`src/design/svrs_pkg.sv`:
```
// Shared types, codes and helpers for the servo recipe sequencer.
`default_nettype none
package svrs_pkg;

  localparam int POS_W    = 5;
  localparam int DELAY_W  = 8;
  localparam int WAIT_W   = 13;
  localparam int WORD_W   = 8;
  localparam int LED_W    = 8;
  localparam int ADDR_X_W = 9;
  localparam int STEP_W   = 3;

  localparam logic [1:0] CMD_TICK  = 2'd0;
  localparam logic [1:0] CMD_LOAD  = 2'd1;
  localparam logic [1:0] CMD_RUN   = 2'd2;
  localparam logic [1:0] CMD_PAUSE = 2'd3;

  localparam logic [2:0] OP_END   = 3'd0;
  localparam logic [2:0] OP_MOVE  = 3'd1;
  localparam logic [2:0] OP_WAIT  = 3'd2;
  localparam logic [2:0] OP_RMOVE = 3'd3;
  localparam logic [2:0] OP_LOOP  = 3'd4;
  localparam logic [2:0] OP_ENDLP = 3'd5;

  localparam logic [1:0] ERR_NONE = 2'd0;
  localparam logic [1:0] ERR_WORD = 2'd1;
  localparam logic [1:0] ERR_NEST = 2'd2;

  localparam logic [1:0] CFG_MAX_POS    = 2'd0;
  localparam logic [1:0] CFG_MOVE_DELAY = 2'd1;
  localparam logic [1:0] CFG_LED_EN     = 2'd2;

  localparam logic [LED_W-1:0] LED_ALL     = 8'hFF;
  localparam logic [LED_W-1:0] LED_ERR_WRD = 8'h80;
  localparam logic [LED_W-1:0] LED_ERR_NST = 8'h40;
  localparam logic [LED_W-1:0] LED_ENDED   = 8'h20;
  localparam logic [LED_W-1:0] LED_PAUSED  = 8'h10;

  typedef enum logic [1:0] {
    MODE_PAUSED  = 2'd0,
    MODE_RUNNING = 2'd1,
    MODE_ENDED   = 2'd2,
    MODE_ERROR   = 2'd3
  } mode_t;

  typedef struct packed {
    logic [WAIT_W-1:0] a;
    logic [WAIT_W-1:0] b;
    logic              sub;
  } alu_req_t;

  typedef struct packed {
    logic [WAIT_W-1:0] res;
    logic              carry;
  } alu_rsp_t;

  function automatic logic [LED_W-1:0] led_byte(input logic enable, input logic pc_odd,
                                                input mode_t mode, input logic [1:0] code);
    logic [LED_W-1:0] p;
    p = pc_odd ? '0 : LED_ALL;
    case (mode)
      MODE_ERROR: begin
        if (code == ERR_WORD) begin
          p = p & ~LED_ERR_WRD;
        end else if (code == ERR_NEST) begin
          p = p & ~LED_ERR_NST;
        end
      end
      MODE_ENDED:  p = p & ~LED_ENDED;
      MODE_PAUSED: p = p & ~LED_PAUSED;
      default:     p = p;
    endcase
    return enable ? p : '0;
  endfunction

endpackage
`default_nettype wire

```
`src/design/servo_recipe_sequencer_top.sv`:
```
// Servo recipe sequencer: command decode, recipe execution sequencer and state.
//
//   channel  | ports                                   | timing
//   ---------+-----------------------------------------+--------------------------
//   command  | start, busy, cmd, load_addr, load_word   | beat taken: start && !busy
//   result   | done, position, run_state, error_kind,   | one cycle, no stall
//            | program_counter, led_pattern             |
//   config   | cfg_we, cfg_index, cfg_data             | write when cfg_we is high
//
// Load, run, pause, blocked ticks, countdown ticks, out-of-range moves and words
// other than moves and waits keep busy high through S_DISPATCH and S_DONE, done in S_DONE.
// A wait word passes S_DISPATCH, S_MUL, S_DONE; a move adds S_DIFF_A (and S_DIFF_B when
// below target), a clamped move S_SUM; S_MUL is five shift-add steps on the shared adder.
// Reset is synchronous; it clears the sequencer and state but not the recipe memory.
// The receiver cannot stall, so a result is shown for exactly one cycle.
`default_nettype none
module servo_recipe_sequencer_top #(
  parameter int RECIPE_DEPTH = 32
) (
  input  wire logic                          clk,
  input  wire logic                          rst,
  input  wire logic                          start,
  output logic                               busy,
  input  wire logic [1:0]                    cmd,
  input  wire logic [4:0]                    load_addr,
  input  wire logic [svrs_pkg::WORD_W-1:0]   load_word,
  output logic                               done,
  output logic [svrs_pkg::POS_W-1:0]         position,
  output logic [1:0]                         run_state,
  output logic [1:0]                         error_kind,
  output logic [4:0]                         program_counter,
  output logic [svrs_pkg::LED_W-1:0]         led_pattern,
  input  wire logic                          cfg_we,
  input  wire logic [1:0]                    cfg_index,
  input  wire logic [svrs_pkg::DELAY_W-1:0]  cfg_data
);
  import svrs_pkg::*;

  localparam int AW = $clog2(RECIPE_DEPTH);

  typedef enum logic [2:0] {
    S_IDLE,
    S_DISPATCH,
    S_SUM,
    S_DIFF_A,
    S_DIFF_B,
    S_MUL,
    S_DONE
  } state_t;

  state_t             state;
  logic [1:0]         cmd_q;
  logic [4:0]         addr_q;
  logic [WORD_W-1:0]  word_q;
  logic [LED_W-1:0]   led_q;
  logic [AW-1:0]      pc_reg;
  logic [WAIT_W-1:0]  wait_count;
  logic [AW-1:0]      loop_start_addr;
  logic [POS_W-1:0]   loop_remaining;
  logic [POS_W-1:0]   pos_reg;
  logic               error_flag;
  logic [1:0]         error_code_reg;
  logic               done_flag;
  mode_t              mode_reg;
  logic [POS_W-1:0]   target;
  logic [POS_W-1:0]   travel;
  logic [STEP_W-1:0]  step;
  logic [POS_W-1:0]   max_position;
  logic [DELAY_W-1:0] move_delay;
  logic               led_enable;

  logic [WORD_W-1:0]   rdata;
  logic [2:0]          opcode;
  logic [POS_W-1:0]    prm;
  logic [ADDR_X_W-1:0] addr_ext;
  logic [ADDR_X_W-1:0] pc_ext;
  logic                addr_ok;
  logic                store_we;
  logic [AW-1:0]       pc_next;
  logic [POS_W:0]      sum_x;
  alu_req_t            alu_req;
  alu_rsp_t            alu_rsp;

  assign opcode   = rdata[WORD_W-1:POS_W];
  assign prm      = rdata[POS_W-1:0];
  assign addr_ext = ADDR_X_W'(addr_q);
  assign addr_ok  = addr_ext < ADDR_X_W'(RECIPE_DEPTH);
  assign store_we = (state == S_DISPATCH) && (cmd_q == CMD_LOAD) && addr_ok;
  assign pc_next  = (pc_reg == AW'(RECIPE_DEPTH - 1)) ? '0 : pc_reg + AW'(1);
  assign sum_x    = alu_rsp.res[POS_W:0];

  svrs_store #(
    .DEPTH (RECIPE_DEPTH)
  ) u_store (
    .clk   (clk),
    .we    (store_we),
    .waddr (addr_ext[AW-1:0]),
    .wdata (word_q),
    .raddr (pc_reg),
    .rdata (rdata)
  );

  always_comb begin
    alu_req = '0;
    case (state)
      S_DISPATCH: begin
        alu_req.a   = wait_count;
        alu_req.b   = WAIT_W'(1);
        alu_req.sub = 1'b1;
      end
      S_SUM: begin
        alu_req.a = WAIT_W'(pos_reg);
        alu_req.b = WAIT_W'(target);
      end
      S_DIFF_A: begin
        alu_req.a   = WAIT_W'(pos_reg);
        alu_req.b   = WAIT_W'(target);
        alu_req.sub = 1'b1;
      end
      S_DIFF_B: begin
        alu_req.a   = WAIT_W'(target);
        alu_req.b   = WAIT_W'(pos_reg);
        alu_req.sub = 1'b1;
      end
      S_MUL: begin
        alu_req.a = wait_count;
        alu_req.b = WAIT_W'(move_delay) << step;
      end
      default: alu_req = '0;
    endcase
  end

  svrs_alu u_alu (
    .req (alu_req),
    .rsp (alu_rsp)
  );

  always_ff @(posedge clk) begin
    if (rst) begin
      max_position <= POS_W'(5);
      move_delay   <= DELAY_W'(2);
      led_enable   <= 1'b1;
    end else if (cfg_we) begin
      case (cfg_index)
        CFG_MAX_POS:    max_position <= cfg_data[POS_W-1:0];
        CFG_MOVE_DELAY: move_delay   <= cfg_data;
        CFG_LED_EN:     led_enable   <= cfg_data[0];
        default:        max_position <= max_position;
      endcase
    end
  end

  always_ff @(posedge clk) begin
    if (rst) begin
      state           <= S_IDLE;
      pc_reg          <= '0;
      wait_count      <= '0;
      loop_start_addr <= '0;
      loop_remaining  <= '0;
      pos_reg         <= '0;
      error_flag      <= 1'b0;
      error_code_reg  <= ERR_NONE;
      done_flag       <= 1'b0;
      mode_reg        <= MODE_PAUSED;
      step            <= '0;
    end else begin
      case (state)
        S_IDLE: begin
          if (start) begin
            cmd_q  <= cmd;
            addr_q <= load_addr;
            word_q <= load_word;
            led_q  <= led_byte(led_enable, pc_reg[0], mode_reg, error_code_reg);
            state  <= S_DISPATCH;
          end
        end
        S_DISPATCH: begin
          state <= S_DONE;
          step  <= '0;
          case (cmd_q)
            CMD_RUN:   mode_reg <= MODE_RUNNING;
            CMD_PAUSE: mode_reg <= MODE_PAUSED;
            CMD_TICK: begin
              if (error_flag || done_flag || mode_reg != MODE_RUNNING) begin
                if (error_flag) begin
                  mode_reg <= MODE_ERROR;
                end else if (done_flag) begin
                  mode_reg <= MODE_ENDED;
                end
              end else if (wait_count != '0) begin
                wait_count <= alu_rsp.res;
              end else begin
                case (opcode)
                  OP_END: done_flag <= 1'b1;
                  OP_MOVE, OP_RMOVE: begin
                    if (prm > max_position) begin
                      error_flag     <= 1'b1;
                      error_code_reg <= ERR_WORD;
                    end else begin
                      target <= prm;
                      state  <= (opcode == OP_MOVE) ? S_DIFF_A : S_SUM;
                    end
                  end
                  OP_WAIT: begin
                    target <= pos_reg;
                    travel <= prm;
                    state  <= S_MUL;
                  end
                  OP_LOOP: begin
                    if (loop_remaining != '0) begin
                      error_flag     <= 1'b1;
                      error_code_reg <= ERR_NEST;
                    end else begin
                      loop_start_addr <= pc_next;
                      loop_remaining  <= prm;
                      pc_reg          <= pc_next;
                    end
                  end
                  OP_ENDLP: begin
                    if (loop_remaining != '0) begin
                      pc_reg         <= loop_start_addr;
                      loop_remaining <= loop_remaining - POS_W'(1);
                    end else begin
                      pc_reg <= pc_next;
                    end
                  end
                  default: begin
                    error_flag     <= 1'b1;
                    error_code_reg <= ERR_WORD;
                  end
                endcase
              end
            end
            default: state <= S_DONE;
          endcase
        end
        S_SUM: begin
          target <= (sum_x > {1'b0, max_position}) ? max_position : sum_x[POS_W-1:0];
          state  <= S_DIFF_A;
        end
        S_DIFF_A: begin
          if (alu_rsp.carry) begin
            travel <= alu_rsp.res[POS_W-1:0];
            state  <= S_MUL;
          end else begin
            state <= S_DIFF_B;
          end
        end
        S_DIFF_B: begin
          travel <= alu_rsp.res[POS_W-1:0];
          state  <= S_MUL;
        end
        S_MUL: begin
          if (travel[step]) begin
            wait_count <= alu_rsp.res;
          end
          step <= step + STEP_W'(1);
          if (step == STEP_W'(POS_W - 1)) begin
            pos_reg <= target;
            pc_reg  <= pc_next;
            state   <= S_DONE;
          end
        end
        S_DONE:  state <= S_IDLE;
        default: state <= S_IDLE;
      endcase
    end
  end

  assign pc_ext          = ADDR_X_W'(pc_reg);
  assign busy            = (state != S_IDLE);
  assign done            = (state == S_DONE);
  assign position        = pos_reg;
  assign run_state       = mode_reg;
  assign error_kind      = error_code_reg;
  assign program_counter = pc_ext[4:0];
  assign led_pattern     = led_q;

endmodule
`default_nettype wire

```
`src/design/svrs_store.sv`:
```
// Recipe word memory with one write port and one registered read port.
`default_nettype none
module svrs_store #(
  parameter int DEPTH = 32
) (
  input  wire logic                         clk,
  input  wire logic                         we,
  input  wire logic [$clog2(DEPTH)-1:0]     waddr,
  input  wire logic [svrs_pkg::WORD_W-1:0]  wdata,
  input  wire logic [$clog2(DEPTH)-1:0]     raddr,
  output logic      [svrs_pkg::WORD_W-1:0]  rdata
);
  import svrs_pkg::*;

  logic [WORD_W-1:0] mem [DEPTH];

  always_ff @(posedge clk) begin
    if (we) begin
      mem[waddr] <= wdata;
    end
    rdata <= mem[raddr];
  end

endmodule
`default_nettype wire

```
`src/design/svrs_alu.sv`:
```
// Shared add and subtract unit used by the countdown, move and multiply steps of the sequencer.
`default_nettype none
module svrs_alu (
  input  wire svrs_pkg::alu_req_t req,
  output svrs_pkg::alu_rsp_t      rsp
);
  import svrs_pkg::*;

  logic [WAIT_W:0] sum;

  always_comb begin
    sum = {1'b0, req.a} + {1'b0, (req.sub ? ~req.b : req.b)} + {{WAIT_W{1'b0}}, req.sub};
    rsp.res   = sum[WAIT_W-1:0];
    rsp.carry = sum[WAIT_W];
  end

endmodule
`default_nettype wire
```
`config.mk`:
```
export PLATFORM = sky130hd
export DESIGN_NAME = servo_recipe_sequencer_top
export DESIGN_NICKNAME = d
export VERILOG_FILES = /design/src/design/svrs_pkg.sv /design/src/design/servo_recipe_sequencer_top.sv /design/src/design/svrs_store.sv /design/src/design/svrs_alu.sv
export SDC_FILE = /design/constraint.sdc
export NUM_CORES = 1
export LEC_CHECK = 0
export BUFFER_PORTS_ARGS = -buffer_cell sky130_fd_sc_hd__clkbuf_2
export CORE_MARGIN = 4
export CORE_UTILIZATION = 60
export CTS_CLUSTER_SIZE = 25
export DETAILED_ROUTE_END_ITERATION = 10
export GPL_ROUTABILITY_DRIVEN = 0
export MAX_ROUTING_LAYER = met4
export PLACE_DENSITY = 0.86
export REMOVE_ABC_BUFFERS = 1
export SLEW_MARGIN = 10
export SYNTH_ARGS = -nofsm -noshare
export SYNTH_HDL_FRONTEND = slang
export SYNTH_SLANG_ARGS = --single-unit
```
`constraint.sdc`:
```
create_clock -name clk -period 10.1 [get_ports clk]
set_clock_uncertainty 0.1 [all_clocks]
set_input_delay 1.01 -clock clk [delete_from_list [all_inputs] [get_ports clk]]
set_output_delay 1.01 -clock clk [all_outputs]
set_load 0.03 [all_outputs]
```
== Word-level counts from Yosys, hierarchy flattened ==
Memory sizes are Yosys's and may differ from the RTL's. A register that Yosys moved wholly into a read port is not among the register bits.
Cells that the tools add are included.
Word-level totals
  RAM bits: 256
  bits in registers: 92
  word-level logic and storage cells: 176
  output and inout port bits: 24
  bits of input ports: 29
  memories: 1
Operators by class
  muxes and demuxes: 62
  reductions and logical operators: 36
  bitwise logic cells: 5
  shift operators: 1
  magnitude comparators: 4
  eq/ne operators: 42
  add/sub/neg operators: 5
Memory list
  u_store.mem: words 32, width 8, rd ports 1, clocked after memory_dff 1, write ports 1, line svrs_store.sv:15  | logic [WORD_W-1:0] mem [DEPTH];
Operators with widths (count)
  26-bit one-hot mux with 4 select lines: 1
  5-bit 2-to-1 mux: 19
  13-bit 2-to-1 mux: 5
  5-bit one-hot mux with 2 select lines: 5
  7-bit AND reduction: 5
  13-bit one-hot mux with 2 select lines: 1
  8-bit one-hot mux with 3 select lines: 1
  2-bit != test, second input constant: 10
  3-bit equality test, second input constant: 6
  3-bit 2-to-1 mux: 6
  3-bit one-hot mux with 6 select lines: 1
  8-bit 2-to-1 mux: 2
  5-bit one-hot mux with 3 select lines: 1
  5-bit AND reduction: 3
  13-bit by 13-bit adder with 14-bit output: 1
  14-bit by 1-bit adder with 14-bit output: 1
  13-bit inverter: 1
  13-bit nonzero test: 1
  8-bit by 3-bit left shift with 13-bit output: 1
  2-bit equality test, second input constant: 6
  3-bit by 2-bit equality test with 1-bit output, second input constant: 4
  2-bit one-hot mux with 3 select lines: 2
  3-bit one-hot mux with 2 select lines: 2
  2-bit 2-to-1 mux: 5
  30 further kinds: 65

== Longest topological paths before layout ==
  word-level depth: 11
  depth in mapped cells: 18

== Hierarchy ==
A second synthesis with hierarchy kept.
Unflattened totals
  cell total of the unflattened synthesis: 1005
  area, all modules: 15588.7 sq um
Modules (own cells, without submodules)
  svrs_store: instances 1, area each 10053.4 sq um, cells an instance 417
  servo_recipe_sequencer_top: instances 1, area each 4789.6 sq um, cells an instance 497
  svrs_alu: instances 1, area each 745.7 sq um, cells an instance 91

== Worst setup path after synthesis ==
OpenSTA, ideal clock, no wires.
  path type: flip-flop to flip-flop
  start point: register state[1]
  end point: register target[2] (data pin)
  path buffers: 0
  arrival: 3540 ps
  path slack: 6199 ps
  stages on the path, launching flop included: 15
  required time: 9739 ps
  cell sequence: dfxtp_1 mux2_2 a222oi_1 or2_2 o21ai_0 fa_1 nor2b_1 o21a_1 nor2_1 xnor2_1 ha_1 mux2i_1 a21oi_1 nor3_2 a221o_1
RTL lines
  start, declared: line servo_recipe_sequencer_top.sv:51  | state_t state;
  start signal, assigned: line servo_recipe_sequencer_top.sv:201  | state <= (opcode == OP_MOVE) ? S_DIFF_A : S_SUM;
  end signal, assigned: line servo_recipe_sequencer_top.sv:200  | target <= prm;
  end signal, assigned: line servo_recipe_sequencer_top.sv:205  | target <= pos_reg;
  end signal, assigned: line servo_recipe_sequencer_top.sv:238  | target <= (sum_x > {1'b0, max_position}) ? max_position : sum_x[POS_W-1:0];
  end, declared: line servo_recipe_sequencer_top.sv:65  | logic [POS_W-1:0] target;

==> reports/results.ini <==
[run_status]
status=finished clean

[clocking]
cts_tree=built
cts_htree_levels=2
post_cts_resized=0
clock_sinks=353
insertion_delay_ns=0.53
cts_hold_buffers=0
cts.path.max_buffers=3
cts.clk_slew.worst_paths_ns=0.06
postCtsSetupBuffers=0
cts-root-buf=clkbuf_16
cts_buffers=37

[critical_path]
crit_slowest_cell=dfxtp_1
startpoint_type=flip-flop
crit_family=compound AO/OA/AOI/OAI gates
crit_type=reg2reg
crit_path_end_kind=flip-flop
cp_data_required_time_ns=10.27
cp_data_arrival_time_ns=5.36
crit_path_max_fanout=26
cp_slowest_stage_delay_ns=0.91
worstPathCellList=inv_1 > a222oi_1 > or2_2 > o21ai_0 > fa_1 > nor2b_1 > o21a_1 > nor2_1 > xnor2_1 > ha_1 > mux2i_1 > a21oi_1 > nor3_2 > a221o_1
path_buf_inv=1

[floorplan]
rows=58
initial_core_util_pct=61.4
die_h_um=169
die-width_um=169
io_pins=53
dieArea_um2=28600
coreArea_um2=25300

[route]
drt-met1-wl_um=13600
first_iter_violations=1353
top_layer_used=met4
viasPerCell=6.59
route.detailed.drc=0
drt-pass1-iter-count=7
detail_route.wl_per_cell_um=25.1
finalWirelength_um=36500
wl_met2_um=18500
antenna_left=0
vias=9565
wl_met3_um=2910

[sta]
slew_viol_final=0
period_share_pct=51.4
tightest_slew_ns=1.21
setup_viol=0
rsz0062_at_grt=false
fin_crit_ns=5.19
relSlewSlack_pct=19.1
hold_viol=0
final.setup.tns_ns=0
max_freq_mhz=193
holdWs_ns=0.377

[synth]
synth-async-reset-ratio_pct=0
synth_area_um2=15500
synth-xor-area-share_pct=0.789
synth-seq-area-share_pct=63.9
synth_area_per_cell_um2=14.8
ys_seq_elements=353
synth_enable_flop_cells=286
synthAdderAreaFrac_pct=2.30
yosys-top-cells-area=edfxtp_1 (55%), mux4_2 (12%), dfxtp_1 (8.6%)
yosysTopAreaCell=edfxtp_1
yosys.area_share.simple_pct=8.53
ys_types=73
yosys_warnings=0
synth_ff_type=edfxtp_1
synth_top_family_by_area=multiplexers
synth_mux_area_share_pct=15.3
netlist_instances=1054
netlist.area_leader.share_pct=55.2
synth_compound_area_share_pct=7.07

[place]
place_area_um2=16000
io_buffer_count=52
dp.final_hpwl_um=22700

[global_route]
grt_pass1_vias=9594
grt_pass1_wl_um=57200
grt-ovfl-total=0
antenna_found_initial=0
grt_use_total_pct=26.9
grt_max_degree=69

[finish]
layout_common_cells=edfxtp_1 (286), nor2_1 (114), mux4_2 (83)
layout_commonest_cell=edfxtp_1
multi_input_area_um2=5290
drive_gt1_share_pct=20.0
area_growth_pct=10.7
insertedDiodeCount=0
nFillCells=1615
layout.nets=1154
fin_area_um2=17200
regArea_um2=9930

[power_and_ir_drop]
peakVddDrop_mv=0.172
p_total_mw=3.24
p_per_area_nw_per_um2=188
leakage_nw=5.68

[job]
cap_viol_max_count=0

[worst_hold_path]
hold_class=reg2reg

power breakdown:
group          internal, mW  leakage [nW]  switching, mW
Combinational         0.111          2.00          0.183
Sequential             1.59          3.12         0.0395
Clock                 0.769         0.564          0.548
Total                  2.47          5.68          0.771
routing by layer:
metal  vias to the layer above  global-route usage, %
met2                       539                   44.2
met5                         -                      -
met4                         0                   9.56
met3                       112                   4.20
li1                       4160                      -
met1                      4754                   34.6
logic make-up (layout without fill, tap and decap cells):
kind of cell    count (synthesis)  in the layout
flops                         353            353
simple gates                  278            278
compound gates                169            169
mux                           132            132
buf+inv                        80            148
fa+ha+maj                      28             28
xor+xnor                       14             14
state kept, by name, summed over array words and instances (netlist names), 8 cells and up:
| signal | flops |
|---|---|
| wait_count | 13 |
| u_store.mem | 256 |
| word_q | 8 |
| u_store.rdata | 8 |
| move_delay | 8 |
worst min-delay path: stages, from the launching register on:
cell and delay [ns]:
dfxtp_1 0.33, inv_1 0.06, a21oi_1 0.05
cell usage after synthesis (3+ instances only):
cell      count
a211oi_1     10
nand2b_1     10
mux2_2       16
a21oi_1      60
nor2_1      114
nand3_1       9
o31ai_1       3
nor3b_1       6
a221o_1       4
mux4_2       83
and3_1        5
and2_1        9
inv_1        24
a221oi_1      3
o21ai_0      33
xor2_1        5
or3b_2        3
o211ai_1      3
nand3b_1      6
a22oi_1       7
o221ai_1      3
or3_1         3
a311oi_1      4
edfxtp_1    286
ha_1         27
xnor2_1       9
o21ai_1       3
clkbuf_1     29
mux2i_1      33
nor3_1       18
nor2b_1       9
buf_1        17
a21o_1        9
nand2_1      67
buf_2         5
a211o_1       3
buf_4         3
dfxtp_1      67
o41ai_1       3
cell type report:
cell class                 instances  share of cell area [%]
timing repair buffer              60                    1.86
clock buffer                      47                    5.72
sequential                       353                    57.7
multi-input combinational        621                    30.7
tap                              330                    2.40
clock inverter                    17                    1.02
inverter                          24                   0.524
stage by stage:
step / setup WS, ns / std cells / util (%)
final: 4.91 / 1452 / 67.9
after global routing: 4.69 / 1452 / 67.9
after CTS: 5.11 / 1452 / 67.9
after detailed placement: 5.18 / 1388 / 63.4
after global placement: 5.36 / 1388 / 63.4
after floorplan: 5.48 / 998 / -
final timing paths:
| path | slack (ns) | depth (start not counted) | endpoint | from |
|---|---|---|---|---|
| min reg2reg | 0.38 | 2 | error_flag$_SDFFE_PP0P_ | error_flag$_SDFFE_PP0P_ |
| max reg2reg | 4.91 | 14 | target[4]$_DFFE_PP_ | state[2]$_SDFFE_PP0P_ |
| min | 0.38 | 2 | error_flag$_SDFFE_PP0P_ | error_flag$_SDFFE_PP0P_ |
| max | 4.91 | 14 | target[4]$_DFFE_PP_ | state[2]$_SDFFE_PP0P_ |
Power figures use the tool's default switching activity.
